$ cat src/hw/rtl/cag_pkg.sv
// ----------------------------------------------------------------------------
// cag_pkg
// Shared types and constants of the cave automaton generation step.
// ----------------------------------------------------------------------------
package cag_pkg;

  localparam int MAX_COLS_DEF = 64;

  localparam int FIFO_DEPTH = 4;
  localparam int FIFO_PTR_W = $clog2(FIFO_DEPTH);
  localparam int FIFO_CNT_W = $clog2(FIFO_DEPTH + 1);

  localparam int LIMIT_W    = 4;
  localparam int COLS_W     = 7;
  localparam int CFG_ADDR_W = 2;
  localparam int CFG_DATA_W = 7;
  localparam int COUNT_W    = 4;

  typedef enum logic [CFG_ADDR_W-1:0] {
    REG_BIRTH_LIMIT = 2'd0,
    REG_DEATH_LIMIT = 2'd1,
    REG_NUM_COLS    = 2'd2
  } cfg_reg_t;

  typedef struct packed {
    logic [LIMIT_W-1:0] birth_limit;
    logic [LIMIT_W-1:0] death_limit;
    logic [COLS_W-1:0]  num_cols;
  } cag_cfg_t;

  localparam logic [LIMIT_W-1:0] BIRTH_LIMIT_RST = 4'd4;
  localparam logic [LIMIT_W-1:0] DEATH_LIMIT_RST = 4'd3;
  localparam logic [COLS_W-1:0]  NUM_COLS_RST    = 7'd64;

endpackage

$ cat src/hw/rtl/cag_evolve.sv
// ----------------------------------------------------------------------------
// cag_evolve
// Next-generation rule for one row given the rows above and below it.
// ----------------------------------------------------------------------------
module cag_evolve #(
  parameter int ROW_W = cag_pkg::MAX_COLS_DEF
) (
  input  cag_pkg::cag_cfg_t  cfg,
  input  logic [ROW_W-1:0]   above,
  input  logic [ROW_W-1:0]   mid,
  input  logic [ROW_W-1:0]   below,
  output logic [ROW_W-1:0]   result
);
  import cag_pkg::*;

  logic [ROW_W-1:0] mask;
  logic [ROW_W+1:0] a_ext;
  logic [ROW_W+1:0] m_ext;
  logic [ROW_W+1:0] b_ext;
  logic [ROW_W-1:0] next_row;

  always_comb begin
    for (int j = 0; j < ROW_W; j++) begin
      mask[j] = (COLS_W'(j) < cfg.num_cols);
    end
  end

  // out-of-grid cells count as alive
  assign a_ext = {1'b1, (above & mask) | ~mask, 1'b1};
  assign m_ext = {1'b1, (mid & mask) | ~mask, 1'b1};
  assign b_ext = {1'b1, (below & mask) | ~mask, 1'b1};

  always_comb begin
    logic [COUNT_W-1:0] cnt;
    for (int j = 0; j < ROW_W; j++) begin
      cnt = COUNT_W'(a_ext[j]) + COUNT_W'(a_ext[j+1]) + COUNT_W'(a_ext[j+2])
          + COUNT_W'(m_ext[j]) + COUNT_W'(m_ext[j+2])
          + COUNT_W'(b_ext[j]) + COUNT_W'(b_ext[j+1]) + COUNT_W'(b_ext[j+2]);
      if (m_ext[j+1]) begin
        next_row[j] = (cnt >= cfg.death_limit);
      end else begin
        next_row[j] = (cnt > cfg.birth_limit);
      end
    end
  end

  assign result = next_row & mask;

endmodule

$ cat src/hw/rtl/cag_out_fifo.sv
// ----------------------------------------------------------------------------
// cag_out_fifo
// Small result queue taking up to two rows per cycle, one out per cycle while pop_ready is high.
// ----------------------------------------------------------------------------
module cag_out_fifo #(
  parameter int ENTRY_W = cag_pkg::MAX_COLS_DEF + 1
) (
  input  logic                            clk,
  input  logic                            rst_n,
  input  logic [1:0]                      push_n,
  input  logic [ENTRY_W-1:0]              push_a,
  input  logic [ENTRY_W-1:0]              push_b,
  output logic [cag_pkg::FIFO_CNT_W-1:0]  count,
  output logic                            pop_valid,
  input  logic                            pop_ready,
  output logic [ENTRY_W-1:0]              pop_data
);
  import cag_pkg::*;

  logic [ENTRY_W-1:0]    mem_r [FIFO_DEPTH];
  logic [FIFO_PTR_W-1:0] wr_ptr_r, wr_ptr_nxt;
  logic [FIFO_PTR_W-1:0] rd_ptr_r, rd_ptr_nxt;
  logic [FIFO_CNT_W-1:0] count_r, count_nxt;
  logic                  pop;

  assign pop_valid = (count_r != '0);
  assign pop       = pop_valid && pop_ready;
  assign pop_data  = mem_r[rd_ptr_r];
  assign count     = count_r;

  always_comb begin
    wr_ptr_nxt = wr_ptr_r + FIFO_PTR_W'(push_n);
    rd_ptr_nxt = rd_ptr_r + FIFO_PTR_W'(pop);
    count_nxt  = count_r + FIFO_CNT_W'(push_n) - FIFO_CNT_W'(pop);
  end

  always_ff @(posedge clk) begin
    if (!rst_n) begin
      wr_ptr_r <= '0;
      rd_ptr_r <= '0;
      count_r  <= '0;
    end else begin
      wr_ptr_r <= wr_ptr_nxt;
      rd_ptr_r <= rd_ptr_nxt;
      count_r  <= count_nxt;
    end
  end

  always_ff @(posedge clk) begin
    if (push_n != 2'd0) begin
      mem_r[wr_ptr_r] <= push_a;
    end
    if (push_n == 2'd2) begin
      mem_r[wr_ptr_r + FIFO_PTR_W'(1)] <= push_b;
    end
  end

endmodule

$ cat src/hw/rtl/cave_automaton_generation_step.sv
// ----------------------------------------------------------------------------
// cave_automaton_generation_step
// One generation of a cave cellular automaton, fed one grid row at a time.
// ----------------------------------------------------------------------------
// Usage:
//   in_*  : one grid row per transaction, tdata = row cells (bit j = column j),
//           tlast marks the final row of the grid.
//   out_* : next-generation rows in grid order, tlast on the final row.
//   cfg_* : write birth limit, death limit and column count while idle.
// The first row of a grid gives no result; each later row gives the new
// version of the row before it; the final row also gives its own new row.
// Each result passes the input register and the result queue to the output.
// Throughput: one row per cycle while in_tready is high; a final row that
// flushes two results sends them one at a time. Rate is set by the
// one-row-per-cycle evolve stage and single-entry-per-cycle queue read port.
// Reset clears the row window, the pipeline and the result queue and loads
// the default limits. When the receiver stalls, results collect in a
// four-entry queue and in_tready drops before it can overflow.
// ----------------------------------------------------------------------------
module cave_automaton_generation_step #(
  parameter int MAX_COLS = cag_pkg::MAX_COLS_DEF
) (
  input  logic                            clk,
  input  logic                            rst_n,
  // row_cells, zero padded to whole bytes
  input  logic [((MAX_COLS+7)/8)*8-1:0]   in_tdata,
  input  logic                            in_tlast,
  input  logic                            in_tvalid,
  output logic                            in_tready,
  // new_row_cells, zero padded to whole bytes
  output logic [((MAX_COLS+7)/8)*8-1:0]   out_tdata,
  output logic                            out_tlast,
  output logic                            out_tvalid,
  input  logic                            out_tready,
  input  logic                            cfg_we,
  input  logic [cag_pkg::CFG_ADDR_W-1:0]  cfg_addr,
  input  logic [cag_pkg::CFG_DATA_W-1:0]  cfg_wdata
);
  import cag_pkg::*;

  localparam int DATA_W = ((MAX_COLS + 7) / 8) * 8;

  cag_cfg_t              cfg_r;
  logic [MAX_COLS-1:0]   row_above_r;
  logic [MAX_COLS-1:0]   row_middle_r;
  logic                  middle_valid_r;

  logic                  s1_valid_r;
  logic                  s1_has_mid_r;
  logic                  s1_last_r;
  logic [MAX_COLS-1:0]   s1_above_r;
  logic [MAX_COLS-1:0]   s1_mid_r;
  logic [MAX_COLS-1:0]   s1_row_r;

  logic                  in_accept;
  logic [MAX_COLS-1:0]   in_row;
  logic [1:0]            s1_n;
  logic [MAX_COLS-1:0]   res_mid;
  logic [MAX_COLS-1:0]   res_last;
  logic [MAX_COLS-1:0]   last_above;
  logic [1:0]            push_n;
  logic [MAX_COLS:0]     push_a;
  logic [MAX_COLS:0]     push_b;
  logic [FIFO_CNT_W-1:0] fifo_count;
  logic [MAX_COLS:0]     pop_data;

  assign in_row    = in_tdata[MAX_COLS-1:0];
  assign in_accept = in_tvalid && in_tready;

  // configuration registers
  always_ff @(posedge clk) begin
    if (!rst_n) begin
      cfg_r.birth_limit <= BIRTH_LIMIT_RST;
      cfg_r.death_limit <= DEATH_LIMIT_RST;
      cfg_r.num_cols    <= NUM_COLS_RST;
    end else if (cfg_we) begin
      unique case (cfg_reg_t'(cfg_addr))
        REG_BIRTH_LIMIT: cfg_r.birth_limit <= cfg_wdata[LIMIT_W-1:0];
        REG_DEATH_LIMIT: cfg_r.death_limit <= cfg_wdata[LIMIT_W-1:0];
        REG_NUM_COLS:    cfg_r.num_cols    <= cfg_wdata[COLS_W-1:0];
        default: ;
      endcase
    end
  end

  // row window
  always_ff @(posedge clk) begin
    if (!rst_n) begin
      row_above_r    <= '1;
      row_middle_r   <= '0;
      middle_valid_r <= 1'b0;
    end else if (in_accept) begin
      if (in_tlast) begin
        row_above_r    <= '1;
        row_middle_r   <= '0;
        middle_valid_r <= 1'b0;
      end else begin
        if (middle_valid_r) begin
          row_above_r <= row_middle_r;
        end
        row_middle_r   <= in_row;
        middle_valid_r <= 1'b1;
      end
    end
  end

  // input register
  always_ff @(posedge clk) begin
    if (!rst_n) begin
      s1_valid_r <= 1'b0;
    end else begin
      s1_valid_r <= in_accept;
    end
  end

  always_ff @(posedge clk) begin
    if (in_accept) begin
      s1_has_mid_r <= middle_valid_r;
      s1_last_r    <= in_tlast;
      s1_above_r   <= row_above_r;
      s1_mid_r     <= row_middle_r;
      s1_row_r     <= in_row;
    end
  end

  assign s1_n = s1_valid_r ? (2'(s1_has_mid_r) + 2'(s1_last_r)) : 2'd0;

  // hold input while the queue could not absorb another two-row flush
  assign in_tready = (FIFO_CNT_W'(fifo_count + FIFO_CNT_W'(s1_n))
                      <= FIFO_CNT_W'(FIFO_DEPTH - 2));

  assign last_above = s1_has_mid_r ? s1_mid_r : s1_above_r;

  cag_evolve #(
    .ROW_W (MAX_COLS)
  ) u_evolve_mid (
    .cfg    (cfg_r),
    .above  (s1_above_r),
    .mid    (s1_mid_r),
    .below  (s1_row_r),
    .result (res_mid)
  );

  cag_evolve #(
    .ROW_W (MAX_COLS)
  ) u_evolve_last (
    .cfg    (cfg_r),
    .above  (last_above),
    .mid    (s1_row_r),
    .below  ({MAX_COLS{1'b1}}),
    .result (res_last)
  );

  always_comb begin
    push_n = s1_n;
    push_b = {1'b1, res_last};
    if (s1_has_mid_r) begin
      push_a = {1'b0, res_mid};
    end else begin
      push_a = {1'b1, res_last};
    end
  end

  cag_out_fifo #(
    .ENTRY_W (MAX_COLS + 1)
  ) u_out_fifo (
    .clk       (clk),
    .rst_n     (rst_n),
    .push_n    (push_n),
    .push_a    (push_a),
    .push_b    (push_b),
    .count     (fifo_count),
    .pop_valid (out_tvalid),
    .pop_ready (out_tready),
    .pop_data  (pop_data)
  );

  assign out_tdata = DATA_W'(pop_data[MAX_COLS-1:0]);
  assign out_tlast = pop_data[MAX_COLS];

endmodule
$ cat config.mk
export PLATFORM = sky130hd
export DESIGN_NAME = cave_automaton_generation_step
export DESIGN_NICKNAME = d
export VERILOG_FILES = /design/src/hw/rtl/cag_pkg.sv /design/src/hw/rtl/cag_evolve.sv /design/src/hw/rtl/cag_out_fifo.sv /design/src/hw/rtl/cave_automaton_generation_step.sv
export SDC_FILE = /design/constraint.sdc
export NUM_CORES = 2
export LEC_CHECK = 0
export BUFFER_PORTS_ARGS = -buffer_cell sky130_fd_sc_hd__buf_2
export CORE_ASPECT_RATIO = 1.4
export CORE_MARGIN = 5
export CORE_UTILIZATION = 35
export CTS_CLUSTER_DIAMETER = 120
export DETAILED_ROUTE_END_ITERATION = 10
export PLACE_DENSITY = 0.53
export SYNTH_ARGS = -nofsm -noshare
export SYNTH_HDL_FRONTEND = slang
export SYNTH_SLANG_ARGS = --single-unit
$ cat constraint.sdc
create_clock -name clk -period 14.3 [get_ports clk]
set_input_delay 0.715 -clock clk [delete_from_list [all_inputs] [get_ports clk]]
set_output_delay 0.715 -clock clk [all_outputs]
set_load 0.02 [all_outputs]
# After elaboration in Yosys (flattened, before gate mapping)

Memories as Yosys holds them, arrays and structs flattened. A register that Yosys moved wholly into a read port is not among the register bits.
Cells that the tools add are included.

Register bits: 346
Bits in writable memories: 260
Bits of input ports: 79
Output and inout bits: 67
Logic and storage cells: 1404
Memories: 1

Add/sub/neg operators: 902
$lt $le $gt $ge: 321
Equal/unequal tests: 3
Muxes and demuxes: 140
Bitwise logic cells: 12
Reduce and logical (&&, ||, !) cells: 10

Memories:

| memory           | depth | bits a word | read ports | clocked after memory_dff | wr ports | RTL line           | RTL |
|---|---|---|---|---|---|---|---|
| u_out_fifo.mem_r | 4     | 65          | 1          | 1                        | 2        | cag_out_fifo.sv:20 | `logic [ENTRY_W-1:0] mem_r [FIFO_DEPTH];` |

Operators by type and width:

| cell                  | number |
|---|---|
| $add A4 B1 Y4         | 758 |
| $ge A4 B4 Y1          | 128 |
| $gt A4 B4 Y1          | 128 |
| $and A64 B64 Y64      | 6 |
| $or A64 B64 Y64       | 5 |
| $mux W64              | 4 |
| $add A1 B1 Y2         | 127 |
| $lt A6 B7 Y1 const A  | 32 |
| $mux W1               | 133 |
| $lt A5 B7 Y1 const A  | 16 |
| $mux W65              | 1 |
| $not A64 Y64          | 1 |
| $lt A4 B7 Y1 const A  | 8 |
| $add A4 B1 Y4 const B | 10 |
| $lt A3 B7 Y1 const A  | 4 |
| $lt A1 B7 Y1 const A  | 2 |
| $lt A2 B7 Y1 const A  | 2 |
| $reduce_and A2 Y1     | 4 |
| $add A1 B1 Y2 const A | 2 |
| $eq A2 B2 Y1 const B  | 2 |
| $mux W2               | 2 |
| $reduce_bool A2 Y1    | 2 |
| $add A3 B2 Y3         | 1 |
| $le A3 B2 Y1 const B  | 1 |
| 8 further kinds       | 9 |

# Depth between registers and ports, before layout

Depth after elaboration: 14
Mapped depth: 22

# Modules after synthesis

From an unflattened synthesis, not the netlist that was laid out.

Cell total of the unflattened synthesis: 7330
Area total of the unflattened synthesis: 73753.2 sq um

By module, submodules not included:

| module                         | times used | cells an instance | area each (sq um) |
|---|---|---|---|
| cag_evolve (u_evolve_last)     | 1          | 2834              | 23398.7 |
| cag_evolve (u_evolve_mid)      | 1          | 2835              | 23283.6 |
| cave_automaton_generation_step | 1          | 988               | 14103.5 |
| cag_out_fifo                   | 1          | 673               | 12967.4 |

# Worst setup path after synthesis

OpenSTA, ideal clock, no wires.

Path kind: flip-flop to flip-flop
Start point: register s1_has_mid_r
End point: register row_above_r[10]
Setup time: 129 ps
Data arrival time: 6877 ps
Path slack: 7293 ps
Cell stages (with the launch flop): 14
Buffers on the path: 2
Path through: edfxtp_1 ha_1 and2_1 ha_1 fa_1 xor2_1 a21oi_1 nand2_1 inv_1 nand3b_1 clkbuf_1 buf_1 o22ai_1 nand2_1

Longest elaborated chain between the ends: 6

Ends and longest elaborated chain:

| element                     | RTL line                              | RTL |
|---|---|---|
| start: declaration          | cave_automaton_generation_step.sv:49  | `logic s1_has_mid_r;` |
| start signal: assignment    | cave_automaton_generation_step.sv:118 | `s1_has_mid_r <= middle_valid_r;` |
| $add A1 B1 Y2               | cave_automaton_generation_step.sv:126 | `assign s1_n = s1_valid_r ? (2'(s1_has_mid_r) + 2'(s1_last_r)) : 2'd0;` |
| $mux W2                     | cave_automaton_generation_step.sv:126 |  |
| $add A3 B2 Y3               | cave_automaton_generation_step.sv:129 | `assign in_tready = (FIFO_CNT_W'(fifo_count + FIFO_CNT_W'(s1_n))` |
| $le A3 B2 Y1                | cave_automaton_generation_step.sv:130 | `<= FIFO_CNT_W'(FIFO_DEPTH - 2));` |
| named net in_tready         | cave_automaton_generation_step.sv:29  | `output logic in_tready,` |
| $logic_and A1 B1 Y1         | cave_automaton_generation_step.sv:68  | `assign in_accept = in_tvalid && in_tready;` |
| named net in_accept         | cave_automaton_generation_step.sv:55  | `logic in_accept;` |
| $reduce_and A2 Y1 (no line) | --                                    |  |
| end signal: assignment      | cave_automaton_generation_step.sv:99  | `row_above_r <= row_middle_r;` |
| end: declaration            | cave_automaton_generation_step.sv:44  | `logic [MAX_COLS-1:0] row_above_r;` |

The timed path passes the listed nets, and every way through them passes these cells.
A chain may end at the register's enable or synchronous reset.

==> flow_summary.ini <==
[status]
status = complete, but fails checks
violations = capacitance limit, slew limit

[yosys]
synth_edf_count = 450
yosysMostFrequentCell = ha_1
syn_nets = 8684
synth_common_cells = 1474 x ha_1, 931 x inv_1, 450 x edfxtp_1
yosys-top-cells-area = ha_1 28%, edfxtp_1 20%, fa_1 11%
yosysTopAreaCell = ha_1
syn-cell-area_um2 = 66800
synthFlopType = edfxtp_1
yosysSeqAreaShare = 0.2490
synth_seq_cells = 606
yosysTopAreaCellShare = 0.2761
synth_cells = 6753
async_flop_share = 0
synthDistinctLibCells = 80
postSynthAreaPerCell_um2 = 9.892
yosys_warnings = 0

[clock_tree]
clkSinkCount = 606
cts_setup_buffers = 0
cts_tree = built
cts_buffer_depth = 3
worstSkewPairLatency_ps = 700
cts_root_buf = clkbuf_16
numCtsBuffers = 72
htree_levels = 3
clkTransAtPathRegs_ps = 70
cts.hold.buffers_added = 0
cts_resized = 0

[global_route]
grt-ovfl-total = 0
track_usage = 0.2304
grt_antenna_before_repair = 20
grt_pass1_wl_um = 344800
grt_pass1_vias = 54013
grt_max_degree = 87

[worst_setup_path]
worst_ep_arrival_time_ps = 7760
crit_required_ps = 14810
critPathKind = flip-flop to flip-flop
end_kind = flip-flop
crit_path_start_kind = flip-flop
cp_max_fo = 26

[timing]
fin_crit_sh = 0.5072
setup_tns_ps = 0
fin_skew_ps = 34.69
rsz0062_at_grt = false
hold_viol = 0
fmax_mhz = 137.9
worst_pin_slew_ps = 1541
post-route-min-period_ps = 7253
finalWorstSetupSlack_ps = 7047
drv_slew = 11
setup_viol = 0
slew-limit-headroom = -0.02763

[placed_design]
io_buffers = 145
dpl.hpwl_um = 161300
dp_slack_ps = 7205
gp_congestion = 0.8557

[die]
fp.dieH_um = 526.9
rows = 189
die_w_um = 379.2
initial_utilization = 0.3522
io_pins = 146
coreArea_um2 = 189700
dieArea_um2 = 199800

[pwr]
combPwrFrac = 0.724
seq_power_share = 0.149
leakagePower_nw = 32.52
swShare = 0.4827
peakVddDrop_v = 0.0001018
p_int_mw = 7.976
p_sw_mw = 7.444
power_mw = 15.42
clkPwrFrac = 0.128
p_per_area_nw_per_um2 = 210.8

[detailed_routing]
firstDrtPassIters = 6
detail_route.wl_per_cell_um = 24.94
drtIter0Drc = 3580
num_vias = 52938
wirelength_um = 234800
drc = 0
ant_nets = 0
via_per_inst = 5.625

[worst_hold_path]
hp-class = input pin to flip-flop

[finish]
layout-drive-gt1-share = 0.07407
area_growth_pct = 9.491
nets = 8799

[flow_run]
maxCapViolCount = 1
## power groups by stage
stage	combinational [mW]	sequential, mW	clock, mW
2_1_floorplan	8.26	2.27	0
3_3_place_gp	10.6	2.32	0
3_5_place_dp	11.1	2.33	0
4_1_cts	11.2	2.29	2.01
5_1_grt	12.9	2.31	2.07
6_report	11.2	2.29	1.97
## final cells by class
type,count,area [um2]
diodes,3,7.507
clock buffers,92,1958
clock inverters,40,442.9
fillers,18710,116500
inverters,932,3538
multi-input cells,5042,46120
flip-flops and latches,606,16650
well taps,2483,3107
repair buffers,214,1311
## layer usage
metal | global-route usage | vias up | share of wire
met5 | 0 | - | 0.00046
met4 | 0.09274 | 14 | 0.045
met3 | 0.03018 | 505 | 0.058
met2 | 0.4078 | 1710 | 0.49
met1 | 0.2826 | 26320 | 0.41
li1 | - | 24389 | -
## metrics by stage
stage / area, um2 / util / std cells / hold slack, ps
after floorplan: 66800 / - / 6753 / 409.1
after global placement: 70730 / 0.3729 / 9277 / 413.5
after detailed placement: 70730 / 0.3729 / 9277 / 417.5
after CTS: 73130 / 0.3856 / 9409 / 145.0
after global routing: 73130 / 0.3856 / 9409 / 187.1
final: 73140 / 0.3856 / 9412 / 201.5
## path summary, 6_finish.rpt
path,endpoint,start,cells past startpoint,slack [ps]
max,u_out_fifo.mem_r[3][45],cfg_r[2],16,7050
min,s1_row_r[16],in_tdata[16],1,200
max reg2reg,u_out_fifo.mem_r[3][45],cfg_r[2],16,7050
min reg2reg,s1_above_r[50],row_above_r[50],0,430
## sequential cells by signal (all words and copies together) (netlist names), 2 cells and up
| name | flops |
|---|---|
| u_out_fifo.wr_ptr_r | 2 |
| row_above_r | 64 |
| row_middle_r | 64 |
| u_out_fifo.count | 3 |
| s1_row_r | 64 |
| s1_above_r | 64 |
| u_out_fifo.mem_r | 260 |
| u_out_fifo.rd_ptr_r | 2 |
| cfg_r | 15 |
| s1_mid_r | 64 |
## worst max-delay path: stages (launching register included)
cell	delay [ps]
dfxtp_1	1010
o21a_1	1280
o21ai_0	520
or2_2	440
ha_1	290
inv_1	50
fa_1	550
fa_1	440
fa_1	410
fa_1	390
xnor2_1	220
ha_1	280
and4_1	210
a211oi_1	220
a21oi_1	60
or3b_2	500
o22ai_1	190
## placed cells by master (no fill, tap or decap), types with 66 or more instances in the layout
master and n:
o22ai_1 265, nand2b_1 149, edfxtp_1 450, clkbuf_16 73, a21o_1 75, fa_1 378
xnor2_1 132, or2_2 70, nand2_1 282, nor2_1 354, inv_1 924, nor3b_1 82
a21oi_1 356, dfxtp_1 151, o21ai_0 400, buf_4 66, o21a_1 93, buf_2 143
ha_1 1474, nor2b_1 186
## kinds of logic after synthesis
family,Yosys count,share of synthesized area
fa+ha+maj,1852,0.3894
flops,606,0.2490
compound gates,1536,0.1428
simple gates,1411,0.1099
mux,110,0.02866
xor+xnor,133,0.01744
buf+inv,1105,0.06279
Note: power is estimated with default switching activity, not from simulation.
